[src/ctf_pkg.sv]
// ----------------------------------------------------------------------------
// ctf_pkg: shared types and constants of the complementary tilt filter
// Holds the controller states, datapath commands, configuration bundle and
// the CORDIC arctangent table.
// ----------------------------------------------------------------------------
package ctf_pkg;

   localparam int ATAN_N = 24;

   localparam logic signed [27:0] ANG_PI   = 28'sd52707179;
   localparam logic signed [21:0] US_SCALE = 22'sd1099512;

   localparam logic [2:0] CSR_ROW_X  = 3'd0;
   localparam logic [2:0] CSR_ROW_Y  = 3'd1;
   localparam logic [2:0] CSR_ROW_Z  = 3'd2;
   localparam logic [2:0] CSR_BIAS   = 3'd3;
   localparam logic [2:0] CSR_WEIGHT = 3'd4;

   typedef enum logic [4:0] {
      S_IDLE, S_MAT, S_RCI, S_RCS, S_RSV, S_SQY, S_SQZ, S_ROOT, S_PCI, S_PCS,
      S_PSV, S_INCP, S_INCH, S_INCL, S_INCS, S_BLA, S_BLB, S_BLS, S_OUT
   } state_type;

   typedef enum logic [4:0] {
      OP_NONE, OP_LOAD, OP_MAT, OP_RCINIT, OP_PCINIT, OP_CSTEP, OP_RSAVE,
      OP_PSAVE, OP_SQY, OP_SQZ, OP_ROOT, OP_INCP, OP_INCH, OP_INCL, OP_INCS,
      OP_BLA, OP_BLB, OP_BLS, OP_OUT
   } op_type;

   typedef struct packed {
      op_type     op;
      logic       vec;
      logic [1:0] row;
      logic [1:0] col;
      logic [4:0] iter;
      logic       axis;
   } cmd_type;

   typedef struct packed {
      logic out_busy;
   } status_type;

   typedef struct packed {
      logic [15:0] weight;
      logic [47:0] bias;
      logic [47:0] row_z;
      logic [47:0] row_y;
      logic [47:0] row_x;
   } cfg_type;

   function automatic logic signed [27:0] atan_entry(input logic [4:0] i);
      logic signed [27:0] v;
      case (i)
         5'd0:  v = 28'sd13176795;
         5'd1:  v = 28'sd7778716;
         5'd2:  v = 28'sd4110060;
         5'd3:  v = 28'sd2086331;
         5'd4:  v = 28'sd1047214;
         5'd5:  v = 28'sd524117;
         5'd6:  v = 28'sd262123;
         5'd7:  v = 28'sd131069;
         5'd8:  v = 28'sd65536;
         5'd9:  v = 28'sd32768;
         5'd10: v = 28'sd16384;
         5'd11: v = 28'sd8192;
         5'd12: v = 28'sd4096;
         5'd13: v = 28'sd2048;
         5'd14: v = 28'sd1024;
         5'd15: v = 28'sd512;
         5'd16: v = 28'sd256;
         5'd17: v = 28'sd128;
         5'd18: v = 28'sd64;
         5'd19: v = 28'sd32;
         5'd20: v = 28'sd16;
         5'd21: v = 28'sd8;
         5'd22: v = 28'sd4;
         5'd23: v = 28'sd2;
         default: v = 28'sd0;
      endcase
      return v;
   endfunction

endpackage

[src/ctf_ctrl.sv]
// ----------------------------------------------------------------------------
// ctf_ctrl: sequencing controller
// Steps the datapath through alignment, two CORDIC passes, the square root,
// the angle increments and the blends, then hands the result to the output.
// ----------------------------------------------------------------------------
module ctf_ctrl #(
   parameter int CORDIC_STEPS = 16
) (
   input  logic                 clock,
   input  logic                 reset,
   input  logic                 req_tvalid,
   output logic                 req_tready,
   input  ctf_pkg::status_type  status,
   output ctf_pkg::cmd_type     cmd
);
   import ctf_pkg::*;

   localparam int NSTEPS = (CORDIC_STEPS < ATAN_N) ? CORDIC_STEPS : ATAN_N;

   state_type  state_ff, state_in;
   logic       vec_ff;
   logic [1:0] row_ff, col_ff;
   logic [4:0] iter_ff;
   logic       axis_ff;

   logic mat_last, cstep_last, root_last;

   assign mat_last   = vec_ff && (row_ff == 2'd2) && (col_ff == 2'd2);
   assign cstep_last = (iter_ff == 5'(NSTEPS - 1));
   assign root_last  = (iter_ff == 5'd31);

   always_comb begin
      state_in = state_ff;
      unique case (state_ff)
         S_IDLE: if (req_tvalid) state_in = S_MAT;
         S_MAT:  if (mat_last) state_in = S_RCI;
         S_RCI:  state_in = S_RCS;
         S_RCS:  if (cstep_last) state_in = S_RSV;
         S_RSV:  state_in = S_SQY;
         S_SQY:  state_in = S_SQZ;
         S_SQZ:  state_in = S_ROOT;
         S_ROOT: if (root_last) state_in = S_PCI;
         S_PCI:  state_in = S_PCS;
         S_PCS:  if (cstep_last) state_in = S_PSV;
         S_PSV:  state_in = S_INCP;
         S_INCP: state_in = S_INCH;
         S_INCH: state_in = S_INCL;
         S_INCL: state_in = S_INCS;
         S_INCS: state_in = S_BLA;
         S_BLA:  state_in = S_BLB;
         S_BLB:  state_in = S_BLS;
         S_BLS:  state_in = axis_ff ? S_OUT : S_INCP;
         S_OUT:  if (!status.out_busy) state_in = S_IDLE;
         default: state_in = S_IDLE;
      endcase
   end

   always_comb begin
      cmd.vec  = vec_ff;
      cmd.row  = row_ff;
      cmd.col  = col_ff;
      cmd.iter = iter_ff;
      cmd.axis = axis_ff;
      req_tready = 1'b0;
      unique case (state_ff)
         S_IDLE: begin
            req_tready = 1'b1;
            cmd.op = req_tvalid ? OP_LOAD : OP_NONE;
         end
         S_MAT:  cmd.op = OP_MAT;
         S_RCI:  cmd.op = OP_RCINIT;
         S_RCS:  cmd.op = OP_CSTEP;
         S_RSV:  cmd.op = OP_RSAVE;
         S_SQY:  cmd.op = OP_SQY;
         S_SQZ:  cmd.op = OP_SQZ;
         S_ROOT: cmd.op = OP_ROOT;
         S_PCI:  cmd.op = OP_PCINIT;
         S_PCS:  cmd.op = OP_CSTEP;
         S_PSV:  cmd.op = OP_PSAVE;
         S_INCP: cmd.op = OP_INCP;
         S_INCH: cmd.op = OP_INCH;
         S_INCL: cmd.op = OP_INCL;
         S_INCS: cmd.op = OP_INCS;
         S_BLA:  cmd.op = OP_BLA;
         S_BLB:  cmd.op = OP_BLB;
         S_BLS:  cmd.op = OP_BLS;
         S_OUT:  cmd.op = status.out_busy ? OP_NONE : OP_OUT;
         default: cmd.op = OP_NONE;
      endcase
   end

   always_ff @(posedge clock) begin
      if (reset) begin
         state_ff <= S_IDLE;
         vec_ff   <= 1'b0;
         row_ff   <= 2'd0;
         col_ff   <= 2'd0;
         iter_ff  <= 5'd0;
         axis_ff  <= 1'b0;
      end else begin
         state_ff <= state_in;
         case (state_ff)
            S_IDLE: begin
               vec_ff  <= 1'b0;
               row_ff  <= 2'd0;
               col_ff  <= 2'd0;
               iter_ff <= 5'd0;
               axis_ff <= 1'b0;
            end
            S_MAT: begin
               if (col_ff == 2'd2) begin
                  col_ff <= 2'd0;
                  if (row_ff == 2'd2) begin
                     row_ff <= 2'd0;
                     vec_ff <= ~vec_ff;
                  end else begin
                     row_ff <= row_ff + 2'd1;
                  end
               end else begin
                  col_ff <= col_ff + 2'd1;
               end
            end
            S_RCS, S_PCS: iter_ff <= cstep_last ? 5'd0 : iter_ff + 5'd1;
            S_ROOT: iter_ff <= iter_ff + 5'd1;
            S_BLS: axis_ff <= ~axis_ff;
            default: ;
         endcase
      end
   end

endmodule

[config.mk]
export PLATFORM = sky130hd
export DESIGN_NAME = ctf_ctrl
export DESIGN_NICKNAME = d
export VERILOG_FILES = /design/src/ctf_pkg.sv /design/src/ctf_ctrl.sv
export SDC_FILE = /design/constraint.sdc
export NUM_CORES = 1
export LEC_CHECK = 0
export ABC_AREA = 1
export BUFFER_PORTS_ARGS = -buffer_cell sky130_fd_sc_hd__buf_4
export CORE_MARGIN = 3
export CORE_UTILIZATION = 45
export CTS_CLUSTER_SIZE = 8
export DETAILED_ROUTE_END_ITERATION = 10
export PLACE_DENSITY = 0.74
export SYNTH_ARGS = -nofsm -noshare
export SYNTH_HDL_FRONTEND = slang
export SYNTH_SLANG_ARGS = --single-unit
[constraint.sdc]
create_clock -name clock -period 1.7 [get_ports clock]
set_input_delay 0.17 -clock clock [delete_from_list [all_inputs] [get_ports clock]]
set_output_delay 0.17 -clock clock [all_outputs]
set_load 0.02 [all_outputs]
==> impl_metrics.toml <==
[logic_synthesis]
yosys-top-cells-area = "dfxtp_1, nand2_1, a21oi_1"
postSynthRegisterBits = 16
synth_compound_area_frac = 0.128
synthCells = 183
synth_xor_xnor_area_share = 0.00751
synth-edff-count = 0
synthSimpleGateAreaFrac = 0.443
synth_fa_ha_area_frac = 0.0429
synth_nets = 191
synth.area.mux_share = 0
yosysTopAreaCellShare = 0.275
ys_seq_area_frac = 0.275
commonest_cells_in_the_synthesized_netlist = "nand2_1, nor2_1, inv_1"
synth_top_flop_cell = "dfxtp_1"
synth_top_cell_by_area = "dfxtp_1"
synth_cell_type_count = 25
mappedNetlistArea_um2 = 1170
synth_async_sr_flop_share = 0
synthesis.area_per_instance_um2 = 6.37
synth.most_common_cell = "nand2_1"
dominant_combinational_cell_family_by_area_after_synthesis = "simple AND/OR/NAND/NOR gates"
ys.warnings.count = 0

[setup_path]
startpoint_type = "flop"
criticalPathCategory = "reg2out"
worst_ep_required_time_ns = 1.53
critPathMaxFanout = 4
worst-endpoint-arrival_ns = 1.56
worst_setup_path_end_kind = "primary output"

[global_routing]
via_count_of_the_first_global_routing_pass = 1238
global_route.usage.total = 0.204
pin_count_of_the_biggest_net_entering_global_routing = 12
antenna_violations_before_repair = 0
grt_first_pass_wirelength_um = 5300
grt_remaining_overflow = 0

[pwr]
share_comb_of_total_power = 0.640
power_density_nw_per_um2 = 1360
power_report.internal_total_mw = 1.21
switchingPower_mw = 1.11
seq_power_share = 0.245
clock_power_share = 0.115
power_switching_share = 0.478
ir_drop_mv = 1.06
leakagePower_nw = 0.822

[sta]
measured_slew_at_the_worst_slew_check_pin_ns = 0.277
skew_ns = 0.00834
hold_violations = 0
grt_setup_unrepaired = "yes"
max_freq_mhz = 580
finalWorstPathRequiredPeriod_ns = 1.73
share_of_the_clock_period_used_by_the_worst_path = 1.01
slew-limit-headroom = 0.815
slew_violations = 0
report.final.setup_viol = 3
worst_setup_margin_ns = -0.0255

[place]
post-place-cells = 230
globalplace.congestion = 0.936
port-buffer-count = 20
hpwlAfterDp_um = 2280
post-place-ws_ns = 0.0391
place_area_um2 = 1350

[hold_path]
worst_hold_path_type = "in2reg"

[layout]
nets = 234
layout.filler_cells = 188
final_design_area_no_fill_um2 = 1700
syn_to_final_growth_pct = 46.1
final_non_filler_cell_total = 253
diodes = 0
multi_input_gate_area_um2 = 843
seq_area_um2 = 342
fraction_of_final_layout_cells_with_drive_strength_greater_than_1 = 0.418

[die]
ioPinCount = 21
core.rowCount = 17
floorplan.die_area_um2 = 3240
placeableCoreArea_um2 = 2340
initial_utilization = 0.498
die_height_um = 56.9
fp.dieW_um = 56.9

[detailed_routing]
drt_wl_total_um = 3660
drt_pass1_iterations = 4
detailroute.via_count = 1411
route.antenna.remaining_nets = 0
violation_count_after_the_first_detailed_route_iteration = 53
drc = 0
detail_route.wl_per_cell_um = 14.5
viasPerCell = 5.58

[clock_tree]
tritoncts.num_buffers = 3
htree_num_levels = 1
path_clk_slew_ns = 0.11
worst_skew_pair.late_latency_ns = 0.30
cts_sinks = 16
clock_root_buffer = "clkbuf_4"
cts_tree = "done"
clock_path_buffers = 2

[status]
run_status = "finished with violations"
violated_checks = "negative setup slack"

[run]
timing.max_cap.violations = 0
==> cell type report <==
cell class | instances | area share
multi-input cells | 137 | 0.495
repair buffers | 42 | 0.203
flip-flops and latches | 16 | 0.200
inverters | 26 | 0.0602
clock buffers | 4 | 0.0213
well taps | 28 | 0.0206
==> cells in the final DEF, fill, tap and decap left out, drive strengths merged <==
master and instances:
a21oi 18, buf 42, clkbuf 4, dfxtp 16
ha 4, inv 26, nand2 44, nand3 19
nand3b 1, nand4 9, nor2 29, nor3 1
nor3b 1, o211ai 2, o21ai 8, xor2 1
==> worst max-delay path, cell delays in order, from the launching register on <==
cell and delay (ns):
dfxtp_4 0.42, inv_4 0.06, nor2_4 0.17, buf_6 0.14, nand3_4 0.07, nand2_4 0.09
a21oi_2 0.05, nand4_1 0.09, buf_4 0.15
==> state kept, by name (all words and copies together), names as in the netlist <==
signal,count
state_ff,5
col_ff,2
vec_ff,1
row_ff,2
iter_ff,5
axis_ff,1
==> stage by stage <==
stage / hold slack, ns / power [mW] / setup TNS [ns] / util
3_3_place_gp: 0.436 / 1.60 / 0 / 0.577
4_1_cts: 0.115 / 2.00 / -0.00668 / 0.632
6_report: 0.114 / 2.32 / -0.0583 / 0.728
5_1_grt: 0.118 / 2.46 / -0.435 / 0.728
2_1_floorplan: 0.362 / 1.28 / 0 / -
3_5_place_dp: 0.442 / 1.62 / 0 / 0.577
==> logic make-up after synthesis <==
logic type      after synthesis
compound gates               28
xor+xnor                      1
fa+ha+maj                     4
buf+inv                      30
flops                        16
simple gates                104
==> repair_timing <==
| item | CTS | global route |
|---|---|---|
| hold buffers | 0 | 0 |
| resized for setup | 17 | 40 |
| setup buffers | 6 | 14 |
| setup endpoints to repair | 4 | 9 |
| pin swaps | 2 | 16 |
| hold endpoints to repair | 0 | 0 |
==> power groups by stage <==
stage	registers, mW	logic, mW	clock network (mW)
final	0.568	1.48	0.266
after global routing	0.578	1.60	0.285
after CTS	0.543	1.19	0.269
after detailed placement	0.536	1.08	0
after global placement	0.532	1.07	0
after floorplan	0.570	0.712	0
==> path summary, 6_finish.rpt <==
| path | start | to | slack [ns] | cells past startpoint |
|---|---|---|---|---|
| worst max-delay path | state_ff[0]$_SDFFE_PP0P_ | cmd[13] | -0.03 | 8 |
| worst min-delay path | reset | state_ff[3]$_SDFFE_PP0P_ | 0.11 | 2 |
| worst max register to register | state_ff[0]$_SDFFE_PP0P_ | iter_ff[2]$_SDFFE_PP0P_ | 0.06 | 12 |
| worst min register to register | iter_ff[3]$_SDFFE_PP0P_ | iter_ff[3]$_SDFFE_PP0P_ | 0.49 | 2 |
==> per-layer routing <==
layer  part of all wire  GRT usage
met1               0.41      0.254
met2               0.49      0.339
met3              0.077     0.0552
met4              0.017     0.0629
met5                  0          0
Note: power is estimated with default switching activity, not from simulation.
