File: config.mk
export PLATFORM = sky130hd
export DESIGN_NAME = ctf_csr
export DESIGN_NICKNAME = d
export VERILOG_FILES = /design/src/ctf_pkg.sv /design/src/ctf_csr.sv
export SDC_FILE = /design/constraint.sdc
export NUM_CORES = 1
export LEC_CHECK = 0
export BUFFER_PORTS_ARGS = -buffer_cell sky130_fd_sc_hd__buf_2
export CORE_ASPECT_RATIO = 2
export CORE_MARGIN = 2
export CORE_UTILIZATION = 45
export DETAILED_ROUTE_END_ITERATION = 8
export PLACE_DENSITY = 0.85
export SETUP_SLACK_MARGIN = 0.5
export SYNTH_ARGS = -nofsm -noshare
export SYNTH_HDL_FRONTEND = slang
export SYNTH_SLANG_ARGS = --single-unit
File: constraint.sdc
create_clock -name clock -period 1.2 [get_ports clock]
set_clock_uncertainty 0.05 [all_clocks]
set_input_delay 0.06 -clock clock [delete_from_list [all_inputs] [get_ports clock]]
set_output_delay 0.06 -clock clock [all_outputs]
set_load 0.05 [all_outputs]
File: src/ctf_pkg.sv
// ----------------------------------------------------------------------------
// ctf_pkg: shared types and constants of the complementary tilt filter
// Holds the controller states, datapath commands, configuration bundle and
// the CORDIC arctangent table.
// ----------------------------------------------------------------------------
package ctf_pkg;

   localparam int ATAN_N = 24;

   localparam logic signed [27:0] ANG_PI   = 28'sd52707179;
   localparam logic signed [21:0] US_SCALE = 22'sd1099512;

   localparam logic [2:0] CSR_ROW_X  = 3'd0;
   localparam logic [2:0] CSR_ROW_Y  = 3'd1;
   localparam logic [2:0] CSR_ROW_Z  = 3'd2;
   localparam logic [2:0] CSR_BIAS   = 3'd3;
   localparam logic [2:0] CSR_WEIGHT = 3'd4;

   typedef enum logic [4:0] {
      S_IDLE, S_MAT, S_RCI, S_RCS, S_RSV, S_SQY, S_SQZ, S_ROOT, S_PCI, S_PCS,
      S_PSV, S_INCP, S_INCH, S_INCL, S_INCS, S_BLA, S_BLB, S_BLS, S_OUT
   } state_type;

   typedef enum logic [4:0] {
      OP_NONE, OP_LOAD, OP_MAT, OP_RCINIT, OP_PCINIT, OP_CSTEP, OP_RSAVE,
      OP_PSAVE, OP_SQY, OP_SQZ, OP_ROOT, OP_INCP, OP_INCH, OP_INCL, OP_INCS,
      OP_BLA, OP_BLB, OP_BLS, OP_OUT
   } op_type;

   typedef struct packed {
      op_type     op;
      logic       vec;
      logic [1:0] row;
      logic [1:0] col;
      logic [4:0] iter;
      logic       axis;
   } cmd_type;

   typedef struct packed {
      logic out_busy;
   } status_type;

   typedef struct packed {
      logic [15:0] weight;
      logic [47:0] bias;
      logic [47:0] row_z;
      logic [47:0] row_y;
      logic [47:0] row_x;
   } cfg_type;

   function automatic logic signed [27:0] atan_entry(input logic [4:0] i);
      logic signed [27:0] v;
      case (i)
         5'd0:  v = 28'sd13176795;
         5'd1:  v = 28'sd7778716;
         5'd2:  v = 28'sd4110060;
         5'd3:  v = 28'sd2086331;
         5'd4:  v = 28'sd1047214;
         5'd5:  v = 28'sd524117;
         5'd6:  v = 28'sd262123;
         5'd7:  v = 28'sd131069;
         5'd8:  v = 28'sd65536;
         5'd9:  v = 28'sd32768;
         5'd10: v = 28'sd16384;
         5'd11: v = 28'sd8192;
         5'd12: v = 28'sd4096;
         5'd13: v = 28'sd2048;
         5'd14: v = 28'sd1024;
         5'd15: v = 28'sd512;
         5'd16: v = 28'sd256;
         5'd17: v = 28'sd128;
         5'd18: v = 28'sd64;
         5'd19: v = 28'sd32;
         5'd20: v = 28'sd16;
         5'd21: v = 28'sd8;
         5'd22: v = 28'sd4;
         5'd23: v = 28'sd2;
         default: v = 28'sd0;
      endcase
      return v;
   endfunction

endpackage

File: src/ctf_csr.sv
// ----------------------------------------------------------------------------
// ctf_csr: configuration registers
// Alignment rows, gyro bias and blend weight, written through a plain port.
// ----------------------------------------------------------------------------
module ctf_csr (
   input  logic              clock,
   input  logic              reset,
   input  logic              csr_we,
   input  logic [2:0]        csr_index,
   input  logic [47:0]       csr_wdata,
   output ctf_pkg::cfg_type  cfg
);
   import ctf_pkg::*;

   cfg_type cfg_ff;
   cfg_type cfg_in;

   always_comb begin
      cfg_in = cfg_ff;
      if (csr_we) begin
         unique case (csr_index)
            CSR_ROW_X:  cfg_in.row_x  = csr_wdata;
            CSR_ROW_Y:  cfg_in.row_y  = csr_wdata;
            CSR_ROW_Z:  cfg_in.row_z  = csr_wdata;
            CSR_BIAS:   cfg_in.bias   = csr_wdata;
            CSR_WEIGHT: cfg_in.weight = csr_wdata[15:0];
            default:    cfg_in = cfg_ff;
         endcase
      end
   end

   always_ff @(posedge clock) begin
      if (reset) begin
         cfg_ff.row_x  <= 48'd16384;
         cfg_ff.row_y  <= 48'd1073741824;
         cfg_ff.row_z  <= 48'd70368744177664;
         cfg_ff.bias   <= 48'd0;
         cfg_ff.weight <= 16'd6554;
      end else begin
         cfg_ff <= cfg_in;
      end
   end

   assign cfg = cfg_ff;

endmodule

==> results of run 1 <==
timing repair:
item | CTS | global route
gates resized for setup | 638 | 117
pin swaps | 3 | 3
cloned | 14 | 5
endpoints found under the hold margin | 187 | 4
endpoints found under the setup margin | 311 | 416
setup buffers | 55 | 77
synth_stat cells (all sizes together):
cell / count
dfxtp: 208
buf: 21
nand2b: 246
mux2i: 208
nand4b: 1
nand4bb: 3
nor4bb: 1
and4b: 1
clkbuf: 33
or4b: 1
nor2: 20
final cells by class:
type | count | area (µm²)
Sequential cell | 208 | 4500
Fill cell | 737 | 2430
Clock buffer | 27 | 546
Clock inverter | 2 | 10.0
Tap cell | 213 | 267
Multi-Input combinational cell | 481 | 4070
Antenna cell | 1 | 2.50
Timing Repair Buffer | 486 | 5970
per-layer routing:
metal / vias up / routed length [µm] / global-route usage (%)
met5: - / 0 / 0
met2: 439 / 20100 / 60.7
met4: 0 / 3310 / 21.3
met1: 3728 / 12100 / 31.1
met3: 191 / 2050 / 5.36
li1: 3356 / - / -
metrics by stage:
| stage | std cells | total power [µW] |
|---|---|---|
| 4_1_cts | 1335 | 15100 |
| 3_5_place_dp | 1194 | 8880 |
| 5_1_grt | 1418 | 15900 |
| 2_1_floorplan | 743 | 8390 |
| 6_report | 1418 | 15600 |
| 3_3_place_gp | 1194 | 8860 |
worst max path at each step:
stage / endpoint / cells past startpoint / slack [ns]
floorplan: cfg[27] / 5 / -0.05
global placement: cfg[15] / 4 / -0.07
global route: cfg[48] / 1 / 0.02
finish: cfg[48] / 1 / 0.04
detailed placement: cfg[204] / 5 / -0.10
CTS: cfg[157] / 1 / 0.08
worst reg2reg max path, stage by stage (launching register included):
cell and delay [ns]:
sky130_fd_sc_hd__dfxtp_2 0.38, sky130_fd_sc_hd__buf_4 0.12, sky130_fd_sc_hd__nand2b_1 0.05, sky130_fd_sc_hd__mux2i_1 0.32
kinds of logic (layout without fill, tap and decap cells):
family,Yosys count,count (layout),share of synthesized area [%]
multiplexers,208,208,25.5
AND/OR/NAND/NOR,273,273,20.6
buffers and inverters,54,515,3.03
other,0,1,0
flip-flops,208,208,50.9
where the power goes:
part / total (µW) / leakage [µW] / switching, µW / internal, µW
Sequential: 7190 / 0.00178 / 162 / 7020
Clock: 5900 / 0.000275 / 2760 / 3140
Combinational: 2540 / 0.00519 / 1320 / 1220
==> flow_summary.yaml, run 1 <==
clocking:
  ctsHoldBuffers: 43
  clk-insertion-delay-late_ns: 0.50
  cts_tree: "built"
  cts-root-to-sink-buffers: 3
  tritoncts.num_buffers: 18
  clk_pin_slew_ns: 0.08
  clkSinkCount: 208
  cts.htree.levels: 1
  cts.root.buffer_cell: "sky130_fd_sc_hd__clkbuf_16"
cells_and_area:
  fin_nets: 1249
  most_used_cells_in_the_layout_excluding_fill_and_tap_cells: "sky130_fd_sc_hd__nand2b_1, sky130_fd_sc_hd__buf_8, sky130_fd_sc_hd__mux2i_1"
  areaGrowthSynthToFinish_pct: 87.7
  finalInstanceArea_um2: 15400
  finish.utilization_pct: 86.4
  largest_reg_flops: 208
  final_common_cell: "sky130_fd_sc_hd__nand2b_1"
  drive_gt1_share_pct: 59.6
worst_setup_path:
  slowest_stage: "sky130_fd_sc_hd__dfxtp_2"
  path_cells: "buf_8"
  critical_path.top_delay_family: "flip-flops"
  path_max_fanout: 2
  timing_worst_setup_path_type: "reg2out"
  critical_path.endpoint_type: "primary output"
  worst-path-buf-inv: 1
  crit-reg2reg-capture: "cfg[81]"
  reg2reg_from: "cfg[81]"
  rr_worst_depth: 3
  setup.reg_to_reg.worst_slack_ns: 0.15
  critical_path.startpoint_type: "flip-flop"
  worstPathRequired_ns: 1.09
  crit_path_max_incr_delay_ns: 0.39
  crit_path_start: "cfg[48]"
  arrival_ns: 1.05
synthesis:
  synth_top_cell_area_share_pct: 50.9
  netlist.top_cell.by_area: "sky130_fd_sc_hd__dfxtp_1"
  synth_cell_types: 12
  synth.cell_area_um2: 8180
  yosys_register_bits: 208
  post_syn_nets: 797
  syn-instance-count: 743
  synth_warn: 0
  synth_seq_area_share_pct: 50.9
  synth.area.top_cells: "sky130_fd_sc_hd__dfxtp_1, sky130_fd_sc_hd__mux2i_1, sky130_fd_sc_hd__nand2b_1"
  synthesis.area_per_instance_um2: 11.0
status:
  status: "finished, violations left"
  failed_checks: "negative hold slack"
timing:
  timing.final.crit_share_pct: 96.8
  timing.max_slew.rel_slack_pct: 71.1
  finalSetupTns_ns: 0
  worst_slew_pin_slew_ns: 0.433
  fin_hold_ws_ns: -0.0202
  setup_viol: 0
  slew_violations: 0
  grt_setup_unrepaired: "yes"
  post-route-worst-setup-slack_ns: 0.0383
  max_freq_mhz: 861
  hold_viol_final: 4
  period_needed_ns: 1.16
min_path:
  worst_hold_startpoint: "reset"
  worst_hold_path.num_cells: 3
  worst_hold_path_type: "in2reg"
  timing.hold.worst_endpoint: "cfg[68]"
global_routing:
  grt_remaining_overflow: 0
  number_of_global_route_vias_before_repair: 8040
  grt_util_all_layers_pct: 32.2
  grt_antenna_before_repair: 1
  grt_max_degree: 82
  grt_pass1_wl_um: 47800
flow_run:
  maxCapViolations: 0
route:
  drt_iter0_markers: 362
  drt_drc_violations_left: 0
  routed_via_density: 5.44
  ant_nets: 0
  drt_first_pass_iters: 5
  avgRoutedWirePerCell_um: 26.5
  totalWireLength_um: 37500
  detailroute.via_count: 7714
floorplanning:
  core_region_area_um2: 17800
  floorplan.die.height_um: 195
  initial_utilization_pct: 46.0
  floorplan.io_pins: 262
  die_width_um: 99.3
  die-area_um2: 19300
  floorplan.rows: 69
power:
  powerDensity_nw_per_um2: 1020
  ir_drop_v: 0.00103
  cellLeakagePower_uw: 0.00725
placed_design:
  dpl.hpwl_um: 15400
  place_ws_ns: -0.101
  portBuffers: 261
  placed_cell_area_um2: 10300
  weighted_congestion_reported_at_the_end_of_routability_driven_placement: 0.776
No activity file was read; power rests on OpenSTA's default activity.
==> run 2, diff against run 1 <==
--- a/config.mk
+++ b/config.mk
@@ -10,7 +10,7 @@
 export CORE_MARGIN = 2
 export CORE_UTILIZATION = 45
 export DETAILED_ROUTE_END_ITERATION = 8
-export PLACE_DENSITY = 0.85
+export PLACE_DENSITY = 0.75
 export SETUP_SLACK_MARGIN = 0.5
 export SYNTH_ARGS = -nofsm -noshare
 export SYNTH_HDL_FRONTEND = slang
==> run 2 against run 1 <==
The flow still finishes with violations (negative hold slack); via count shrank 4.3%; critical endpoint is now cfg[153]; die area is the same; first-iteration DRC count shrank 14%; combinational power shrank 3%; global-route usage shrank 4.5 points; worst hold slack lost 0.070 ns; critical path type unchanged; sequential power is essentially flat; setup slack gained 0.030 ns; clock-buffer cell count shrank 4; clock power grew 5.1%.
==> flow_summary.yaml, run 2 (synthesis gave the netlist of run 1 again) <==
clocking:
  ctsHoldBuffers: 44
  tritoncts.num_buffers: 19
  cts-root-to-sink-buffers: 3
  clk-insertion-delay-late_ns: 0.47
  cts_tree: "built"
  cts.root.buffer_cell: "sky130_fd_sc_hd__clkbuf_16"
  cts.htree.levels: 1
  clkSinkCount: 208
  clk_pin_slew_ns: 0.07
floorplanning:
  core_region_area_um2: 17800
  die-area_um2: 19300
  initial_utilization_pct: 46.0
  floorplan.die.height_um: 195
  die_width_um: 99.3
  floorplan.rows: 69
  floorplan.io_pins: 262
route:
  totalWireLength_um: 33900
  detailroute.via_count: 7386
  drt_iter0_markers: 310
  ant_nets: 0
  drt_first_pass_iters: 5
  routed_via_density: 5.26
  drt_drc_violations_left: 0
  avgRoutedWirePerCell_um: 24.1
timing:
  fin_hold_ws_ns: -0.0905
  hold_viol_final: 5
  post-route-worst-setup-slack_ns: 0.0688
  slew_violations: 0
  max_freq_mhz: 884
  setup_viol: 0
  period_needed_ns: 1.13
  grt_setup_unrepaired: "yes"
  worst_slew_pin_slew_ns: 0.392
  timing.max_slew.rel_slack_pct: 73.8
  timing.final.crit_share_pct: 94.3
min_path:
  worst_hold_startpoint: "csr_wdata[15]"
  worst_hold_path_type: "in2reg"
  worst_hold_path.num_cells: 3
  timing.hold.worst_endpoint: "cfg[111]"
placed_design:
  placed_cell_area_um2: 10300
  dpl.hpwl_um: 15400
  weighted_congestion_reported_at_the_end_of_routability_driven_placement: 0.802
  place_ws_ns: -0.0966
  portBuffers: 261
cells_and_area:
  multi_input_comb_area_um2: 3960
  largest_reg_flops: 208
  layout.area.seq_um2: 4500
  finalInstanceArea_um2: 15300
  most_used_cells_in_the_layout_excluding_fill_and_tap_cells: "sky130_fd_sc_hd__nand2b_1, sky130_fd_sc_hd__mux2i_1, sky130_fd_sc_hd__buf_8"
  fillerInstances: 746
  final_common_cell: "sky130_fd_sc_hd__nand2b_1"
  fin_nets: 1235
  finish.utilization_pct: 85.9
  antennaDiodeCount: 0
  areaGrowthSynthToFinish_pct: 86.7
  drive_gt1_share_pct: 57.6
worst_setup_path:
  critical_path.top_delay_family: "flip-flops"
  worstPathRequired_ns: 1.09
  critical_path.endpoint_type: "primary output"
  slowest_stage: "sky130_fd_sc_hd__dfxtp_2"
  worst-path-buf-inv: 1
  path_cells: "buf_8"
  reg2reg_from: "cfg[187]"
  setup.reg_to_reg.worst_slack_ns: 0.25
  crit_path_max_incr_delay_ns: 0.38
  critical_path.startpoint_type: "flip-flop"
  timing_worst_setup_path_type: "reg2out"
  path_max_fanout: 2
  crit-reg2reg-capture: "cfg[187]"
  rr_worst_depth: 4
  arrival_ns: 1.02
power:
  ir_drop_v: 0.00123
  powerDensity_nw_per_um2: 1040
  cellLeakagePower_uw: 0.00725
global_routing:
  grt_pass1_wl_um: 41900
  grt_remaining_overflow: 0
  grt_max_degree: 66
  grt_util_all_layers_pct: 27.7
  number_of_global_route_vias_before_repair: 7485
  grt_antenna_before_repair: 0
status:
  status: "finished, violations left"
  failed_checks: "negative hold slack"
flow_run:
  maxCapViolations: 0
-- run 2: cell count changes in the layout (fill, tap and decap cells not counted), sizes merged --
cell and delta:
buf -22, bufinv +2, clkbuf +2, clkinv +4, diode -1, dlygate4sd3 +1, inv +1
-- run 2: worst register-to-register path, delay by kind of cell (launching register included) --
family,cells,cell delay (ns)
flip-flops,1,0.36
buffers and inverters,2,0.20
multiplexers,1,0.19
AND/OR/NAND/NOR,1,0.06
-- run 2: how the worst max path moves through the flow --
| stage | from | endpoint | slack, ns | cells after the start |
|---|---|---|---|---|
| after floorplan | csr_index[1] | cfg[27] | -0.05 | 5 |
| after global placement | csr_index[1] | cfg[13] | -0.08 | 4 |
| after detailed placement | csr_index[1] | cfg[25] | -0.1 | 4 |
| after CTS | cfg[191] | cfg[191] | 0.09 | 1 |
| after global routing | cfg[153] | cfg[153] | 0.05 | 1 |
| final | cfg[153] | cfg[153] | 0.07 | 1 |
-- run 2: routing by layer --
metal	up-vias	share of wire, %	track usage [%]
met5	-	0	0
met4	0	7.6	15.8
met3	136	5.2	5.36
met2	324	55	51.1
met1	3610	33	28.2
li1	3316	-	-
-- run 2: per-stage QoR --
step	cells	TNS, ns	power, µW	hold slack (ns)
after floorplan	743	-1.07	8390	0.171
after global placement	1193	-3.44	8880	0.274
after detailed placement	1193	-5.37	8890	0.294
after CTS	1322	0	15500	-0.120
after global routing	1405	0	16200	-0.0924
final	1405	0	15800	-0.0905
-- run 2: cell type report --
class	instances	area share, %
clock buffer	23	3.34
clock inverter	9	0.664
multi-input combinational	481	25.9
sequential	208	29.5
tap	213	1.74
timing repair buffer	471	38.9
-- run 2: report_power, final --
group	total, µW	internal (µW)	switching (µW)
Combinational	2470	1200	1260
Clock	6200	3480	2720
Sequential	7180	7030	157
-- run 2: timing repair --
item	CTS	global route
pin swaps	2	3
setup endpoints to repair	301	413
resized for setup	642	83
endpoints found under the hold margin	190	5
cloned	10	13
buffers inserted	43	70
==> run 3, diff against run 2 <==
--- a/config.mk
+++ b/config.mk
@@ -8,10 +8,11 @@
 export BUFFER_PORTS_ARGS = -buffer_cell sky130_fd_sc_hd__buf_2
 export CORE_ASPECT_RATIO = 2
 export CORE_MARGIN = 2
-export CORE_UTILIZATION = 45
+export CORE_UTILIZATION = 46
 export DETAILED_ROUTE_END_ITERATION = 8
-export PLACE_DENSITY = 0.75
+export PLACE_DENSITY = 0.76
 export SETUP_SLACK_MARGIN = 0.5
+export SKIP_CTS_REPAIR_TIMING = 1
 export SYNTH_ARGS = -nofsm -noshare
 export SYNTH_HDL_FRONTEND = slang
 export SYNTH_SLANG_ARGS = --single-unit
==> run 3 against run 2 <==
First-iteration DRC count is 48% lower; global-route usage fell by 8.1 points; critical path type unchanged; the run still ends with negative hold slack left; setup slack improved by 0.014 ns.
==> flow_summary.yaml, run 3 (synthesis gave the netlist of run 1 again) <==
global_routing:
  grt_remaining_overflow: 0
  number_of_global_route_vias_before_repair: 6047
  grt_max_degree: 92
  grt_antenna_before_repair: 0
  grt_pass1_wl_um: 30900
  grt_util_all_layers_pct: 19.6
route:
  drt_iter0_markers: 162
  detailroute.via_count: 6746
  totalWireLength_um: 26700
  drt_first_pass_iters: 4
  route.top_layer_used: "met4"
  wl_met1_um: 9670
  avgRoutedWirePerCell_um: 20.3
  ant_nets: 0
  drt_drc_violations_left: 0
  wl_met2_um: 14300
  routed_via_density: 5.14
  met3_wirelength_um: 1940
cells_and_area:
  fin_nets: 1142
  fillerInstances: 959
  most_used_cells_in_the_layout_excluding_fill_and_tap_cells: "sky130_fd_sc_hd__nand2b_1, sky130_fd_sc_hd__mux2i_1, sky130_fd_sc_hd__dfxtp_2"
  areaGrowthSynthToFinish_pct: 69.1
  finalInstanceArea_um2: 13800
  drive_gt1_share_pct: 53.0
  antennaDiodeCount: 0
  final_common_cell: "sky130_fd_sc_hd__nand2b_1"
  finish.utilization_pct: 78.6
  largest_reg_flops: 208
timing:
  fin_hold_ws_ns: -0.0905
  timing.max_slew.rel_slack_pct: 78.0
  worst_slew_pin_slew_ns: 0.330
  slew_violations: 0
  hold_viol_final: 32
  grt_setup_unrepaired: "yes"
  setup_viol: 0
  max_freq_mhz: 895
  timing.final.crit_share_pct: 93.1
  finalSetupTns_ns: 0
  period_needed_ns: 1.12
power:
  cellLeakagePower_uw: 0.00651
  total_power_uw: 15700
  ir_drop_v: 0.00117
  powerDensity_nw_per_um2: 1140
worst_setup_path:
  arrival_ns: 1.01
  crit-reg2reg-capture: "cfg[25]"
  path_max_fanout: 2
  rr_worst_depth: 3
  path_cells: "buf_8"
  critical_path.endpoint_type: "primary output"
  setup.reg_to_reg.worst_slack_ns: 0.34
  critical_path.top_delay_family: "flip-flops"
  timing_worst_setup_path_type: "reg2out"
  worstPathRequired_ns: 1.09
  worst-path-buf-inv: 1
  slowest_stage: "sky130_fd_sc_hd__dfxtp_2"
  reg2reg_from: "cfg[25]"
  crit_path_max_incr_delay_ns: 0.37
  critical_path.startpoint_type: "flip-flop"
flow_run:
  maxCapViolations: 0
min_path:
  worst_hold_startpoint: "csr_wdata[10]"
  worst_hold_path_type: "in2reg"
  timing.hold.worst_endpoint: "cfg[58]"
  worst_hold_path.num_cells: 3
placed_design:
  placed_cell_area_um2: 10200
  portBuffers: 261
  weighted_congestion_reported_at_the_end_of_routability_driven_placement: 0.776
  dpl.hpwl_um: 13700
floorplanning:
  initial_utilization_pct: 46.4
  floorplan.rows: 69
  core_region_area_um2: 17600
  floorplan.die.height_um: 193
  die_width_um: 98.3
  floorplan.io_pins: 262
  die-area_um2: 18900
clocking:
  cts.htree.levels: 1
  clk_pin_slew_ns: 0.07
  tritoncts.num_buffers: 19
  clkSinkCount: 208
  clk-insertion-delay-late_ns: 0.48
  cts.root.buffer_cell: "sky130_fd_sc_hd__clkbuf_16"
  cts-root-to-sink-buffers: 3
  cts_tree: "built"
status:
  status: "finished, violations left"
  failed_checks: "negative hold slack"
run 3: cell count changes in the layout (fill, tap and decap cells not counted), moves of 6 or more:
cell and delta:
sky130_fd_sc_hd__buf_16 -10, sky130_fd_sc_hd__nand2b_1 +13, sky130_fd_sc_hd__buf_12 -15, sky130_fd_sc_hd__nand2b_4 -12, sky130_fd_sc_hd__buf_4 -33, sky130_fd_sc_hd__mux2i_1 +6
sky130_fd_sc_hd__buf_8 -28
run 3: how the worst max path moves through the flow:
| stage | startpoint | to | slack (ns) | depth (start not counted) |
|---|---|---|---|---|
| 6_report | cfg[164] | cfg[164] | 0.08 | 1 |
| 5_1_grt | cfg[127] | cfg[127] | 0.05 | 1 |
| 3_3_place_gp | csr_index[1] | cfg[15] | -0.07 | 4 |
| 2_1_floorplan | csr_index[1] | cfg[27] | -0.05 | 5 |
| 4_1_cts | cfg[41] | cfg[41] | -0.04 | 1 |
| 3_5_place_dp | csr_index[1] | cfg[15] | -0.10 | 4 |
run 3: through the flow:
stage          setup slack (ns)  std cells
2_1_floorplan           -0.0536        743
3_3_place_gp            -0.0748       1187
3_5_place_dp             -0.103       1187
4_1_cts                 -0.0386       1219
5_1_grt                  0.0537       1312
6_report                 0.0826       1312
run 3: where the power goes:
group | leakage [µW] | internal, µW | switching, µW
Sequential | 0.00178 | 7040 | 148
Combinational | 0.00440 | 977 | 1120
Clock | 0.000326 | 3750 | 2670
Total | 0.00651 | 11800 | 3940
run 3: metal layers:
metal	global-route usage [%]	vias to the layer above
met2	33.2	281
met5	0	-
met4	4.43	0
met1	24.6	3269
li1	-	3137
met3	5.98	59
run 3: area by class of cell:
class / count / area, µm² / share of cell area, %
Timing Repair Buffer: 378 / 4590 / 33.2
Sequential cell: 208 / 4490 / 32.4
Multi-Input combinational cell: 481 / 3830 / 27.7
Clock buffer: 29 / 616 / 4.45
Tap cell: 213 / 267 / 1.93
Clock inverter: 3 / 40.0 / 0.289
